[src/abdsr_pkg.sv]
// Shared types and constants of the archive block decryptor with seed recovery.
package abdsr_pkg;

    localparam int unsigned WORD_W  = 32;
    localparam int unsigned INDEX_W = 8;

    localparam logic [WORD_W-1:0] MIX_INIT   = 32'hEEEE_EEEE;
    localparam logic [WORD_W-1:0] KEY_ADD    = 32'h1111_1111;
    localparam logic [WORD_W-1:0] MIX_ADD    = 32'h0000_0003;
    localparam int unsigned       KEY_SHL    = 21;
    localparam int unsigned       KEY_SHR    = 11;
    localparam int unsigned       MIX_SHL    = 5;
    localparam logic [WORD_W-1:0] CHECK_MASK = 32'hFFFF_0000;

    typedef enum logic [1:0] {
        REQ_LOAD    = 2'd0,
        REQ_START   = 2'd1,
        REQ_DECRYPT = 2'd2,
        REQ_RECOVER = 2'd3
    } t_req;

    typedef enum logic [1:0] {
        ST_OK        = 2'd0,
        ST_NOT_FOUND = 2'd1,
        ST_MISMATCH  = 2'd2
    } t_status;

    typedef struct packed {
        t_req                 req_type;
        logic [INDEX_W-1:0]   table_index;
        logic [WORD_W-1:0]    word_a;
        logic [WORD_W-1:0]    word_b;
        logic [WORD_W-1:0]    known_plain;
        logic [WORD_W-1:0]    start_seed;
    } t_in_item;

    typedef struct packed {
        logic [WORD_W-1:0]    plain_word;
        logic [WORD_W-1:0]    found_seed;
        t_status              status;
    } t_out_item;

    typedef struct packed {
        logic                 we;
        logic [INDEX_W-1:0]   addr;
        logic [WORD_W-1:0]    wdata;
    } t_ram_req;

endpackage

[src/abdsr_add3.sv]
// Shared three-operand 32-bit adder used by every arithmetic step.
module abdsr_add3
    import abdsr_pkg::*;
(
    input  logic [WORD_W-1:0] i_x,
    input  logic [WORD_W-1:0] i_y,
    input  logic [WORD_W-1:0] i_z,
    output logic [WORD_W-1:0] o_sum
);

    // Modulo 2^32 sum, the carry out is dropped.
    assign o_sum = i_x + i_y + i_z;

endmodule

[config.mk]
export PLATFORM = sky130hd
export DESIGN_NAME = abdsr_add3
export DESIGN_NICKNAME = d
export VERILOG_FILES = /design/src/abdsr_pkg.sv /design/src/abdsr_add3.sv
export SDC_FILE = /design/constraint.sdc
export NUM_CORES = 1
export LEC_CHECK = 0
export ABC_AREA = 1
export BUFFER_PORTS_ARGS = -buffer_cell sky130_fd_sc_hd__buf_2
export CAP_MARGIN = 20
export CORE_UTILIZATION = 50
export DETAILED_ROUTE_END_ITERATION = 10
export GPL_TIMING_DRIVEN = 0
export PLACE_DENSITY = 0.84
export SLEW_MARGIN = 20
export SYNTH_ARGS = -nofsm -noshare
export SYNTH_HDL_FRONTEND = slang
export SYNTH_SLANG_ARGS = --single-unit
[constraint.sdc]
create_clock -name vclk -period 2.24
set_input_delay 0 -clock vclk [all_inputs]
set_output_delay 0 -clock vclk [all_outputs]
set_load 0.02 [all_outputs]
# == Yosys cells after proc, flatten, opt, wreduce, memory -nomap -nowiden ==
# Index checks and enable logic that the tools add are counted.
# classes
n_addsub,2
multipliers,0
n_div,0
magnitude_cmp,0
eq_ne,0
shifts,0
muxes,0
bitwise_logic,0
reduce_logical,0
# ops
operator,n
$add A32 B32 Y32,2
# totals
ff_bits,0
latch_bits,0
ram_bits,0
romBits,0
inputBits,96
output_inout_bits,32
word_cells,2
memories,0

# == Depth between registers and ports, before layout ==
# depth
word_depth,2
ltp_mapped,15
mapped_depth_nobuf,15

# == Worst setup path before layout ==
# Ideal clock, no wire load.
# synth_timing
path_kind,input-to-output
from,in i_x[1]
to,out o_sum[13]
arrival_time_ns,1.940
required_ns,2.240
path_slack_ns,0.300
stages,10
path_buffers,0
cell_sequence,fa_1 ha_1 fa_1 nand3_1 nand3_2 nand2_1 nand2_2 nand2_1 nand2_2 xor2_1
# synth_between
elab_chain_cells,2
# synth_rtl
item,line,rtl
start: declaration,abdsr_add3.sv:5,"input logic [WORD_W-1:0] i_x,"
$add A32 B32 Y32 (2 in a row),abdsr_add3.sv:12,assign o_sum = i_x + i_y + i_z;
end: declaration,abdsr_add3.sv:8,output logic [WORD_W-1:0] o_sum
# No other way between the ends.

# == Final worst setup path ==
# layout_timing
from,in i_z[1]
to,out o_sum[31]
# layout_between
elab_chain_cells,1
# layout_rtl
item,line,rtl
start: declaration,abdsr_add3.sv:7,"input logic [WORD_W-1:0] i_z,"
$add A32 B32 Y32,abdsr_add3.sv:12,
# No other way between the ends.

==> flow_summary_export.csv <==
group,metric,value,unit
synthesis,syn_nets,659,
die,row_count,27,
cts,post_cts_hold_buffer_count,0,
grt,wire_length_of_the_first_global_routing_pass,12000,um
power,switching_share,0.644,
detailed_routing,wl_per_cell,10.6,um
detailed_routing,detail_route.wirelength,7490,um
cells_and_area,seqCellArea,0,um^2
status,run_status,"finished, final reports clean",
cells_and_area,util_after_layout,0.668,
synthesis,synth.yosys.warnings,0,
timing,finalHoldWorstSlack,0.476,ns
power,p_total,2160,uW
cells_and_area,final_net_count,792,
grt,grt_max_degree,7,
setup_path,cp-start-kind,"primary input",
setup_path,required,2.24,ns
place,port-buffer-count,128,
setup_path,setup.worst_path.end_class,"output port",
place,finalWeightedCongestion,0.939,
detailed_routing,avgViaCountPerCell,4.87,
cells_and_area,final.clkbuf_count,0,
min_path,hold_start,"i_z[0]",
timing,finalCritPeriodShare,0.949,
detailed_routing,number_of_remaining_drc_errors,0,
synthesis,synth_seq_area_share,0,
flow_run,max_cap_viol_count,0,
die,fp.dieArea,6220,um^2
synthesis,synth.avg_cell_area,5.90,um^2
die,floorplan.die.height,78.9,um
setup_path,crit_path_start,"i_z[1]",
timing,max_freq,471,MHz
grt,groute.usage.overall,0.232,
grt,vias_in_the_first_global_route,3144,
cells_and_area,post_route_cells_drive_above_1_share,0.275,
synthesis,synth.distinct_cells,19,
power,power_density,576,nW/um^2
detailed_routing,drtAntennaViolNets,0,
place,detailedPlacementHpwl,6770,um
timing,worst-slew-pin-transition,0.375,ns
timing,finalSetupViolCount,0,
timing,timing.slew.headroom,0.750,
cells_and_area,antenna_cells,0,
timing,setup_tns,0,ns
setup_path,critical_path_class,"in2out",
power,sequential_share_of_power,0,
die,die_w,78.9,um
place,detailedPlace.worstSlack,-0.0175,ns
power,power.internal,769,uW
grt,grt_residual_overflow,0,
die,floorplan.core_area,5610,um^2
timing,worst_slack,0.115,ns
die,num_io_pins,128,
die,floorplan.initialDensity,0.527,
power,switchingPower,1390,uW
setup_path,crit_fanout,3,
setup_path,critPathArrivalTime,2.13,ns
grt,number_of_antenna_violations_at_the_first_check_in_global_routing,0,
power,max-vdd-ir-drop,0.368,mV
power,power.share.combinational,1.000,
synthesis,netlist_instances,501,
power,leakagePower,0.00241,uW
cells_and_area,syn2layout_area_growth,26.8,%
timing,hold_viol_final,0,
detailed_routing,dr.first_iter.drc_count,114,
timing,final_max_slew_viol_count,0,
cells_and_area,flops_and_latches,0,
power,clock_power_share,0,
min_path,hp-class,"in2out",
timing,layout_min_cycle_time,2.13,ns
detailed_routing,drtPass1Iterations,5,
detailed_routing,vias,3428,
synthesis,synth.cell_area,2960,um^2
-- power by group through the flow --
| stage | Combinational [uW] | Clock (uW) | Sequential, uW |
|---|---|---|---|
| 2_1_floorplan | 1500 | 0 | 0 |
| 3_3_place_gp | 2060 | 0 | 0 |
| 3_5_place_dp | 2110 | 0 | 0 |
| 4_1_cts | 2120 | 0 | 0 |
| 5_1_grt | 2390 | 0 | 0 |
| 6_report | 2160 | 0 | 0 |
-- cell families after synthesis --
logic type	share of synthesized area
AO/OA/AOI/OAI	0.0453
XOR/XNOR	0.0533
AND/OR/NAND/NOR	0.422
buffers and inverters	0.136
adder cells (fa/ha/maj)	0.344
-- worst max-delay path: stages --
cell,delay (ns)
buf_2,0.11
fa_1,0.52
ha_4,0.19
fa_2,0.41
buf_4,0.15
nand2_1,0.07
nand3_2,0.11
nand2_2,0.10
nand2_2,0.09
nand2_1,0.09
nand2_1,0.05
nand2_1,0.05
nand2_1,0.04
buf_2,0.15
-- cell usage after synthesis --
cell type,n,area [um^2]
nand2_1,198,743
inv_1,106,398
nor2_1,36,135
fa_1,32,641
ha_1,30,375
nand2_2,19,119
nand3_1,19,95.1
a21oi_1,17,85.1
xor2_1,16,140
nand3_2,6,60.1
nand4_1,4,25.0
nor3_2,4,40.0
a21oi_2,3,26.3
nor2_2,3,18.8
nor3_1,2,10.0
o21bai_1,2,15.0
xnor2_1,2,17.5
a21o_1,1,7.51
inv_2,1,3.75
-- final timing paths --
kind	depth (start not counted)	endpoint	slack (ns)
min	5	o_sum[0]	0.48
max	14	o_sum[31]	0.11
-- stage by stage --
step	instance area, um^2	instances
floorplan	2960	501
finish	3750	704
CTS	3690	701
global route	3750	704
global placement	3690	701
detailed placement	3690	701
-- placed cells by master, fill, tap and decap left out, drive strengths merged --
cell type	instances
a21oi	20
xnor2	2
nor2	39
nand4	4
o21bai	2
inv	107
ha	30
nand3	25
nand2	217
nor3	6
a21o	1
xor2	16
fa	32
buf	131
-- layout make-up --
cell class         instances  area, um^2
inverters                107         402
fillers                  544        1860
multi-input cells        394        2590
well taps                 72        90.1
repair buffers           131         666
-- routing by layer --
layer	global-route usage	share of wire	vias to the layer above
met4	0.0345	0.0083	0
li1	-	-	1764
met3	0.0149	0.070	6
met1	0.258	0.39	1526
met2	0.479	0.53	132
met5	0	0	-
-- what timing repair did --
item	4_1_cts	5_1_grt
buffers inserted	0	3
pin swaps	0	4
setup endpoints to repair	2	2
resized for setup	1	9
(Power assumes the default switching activity.)
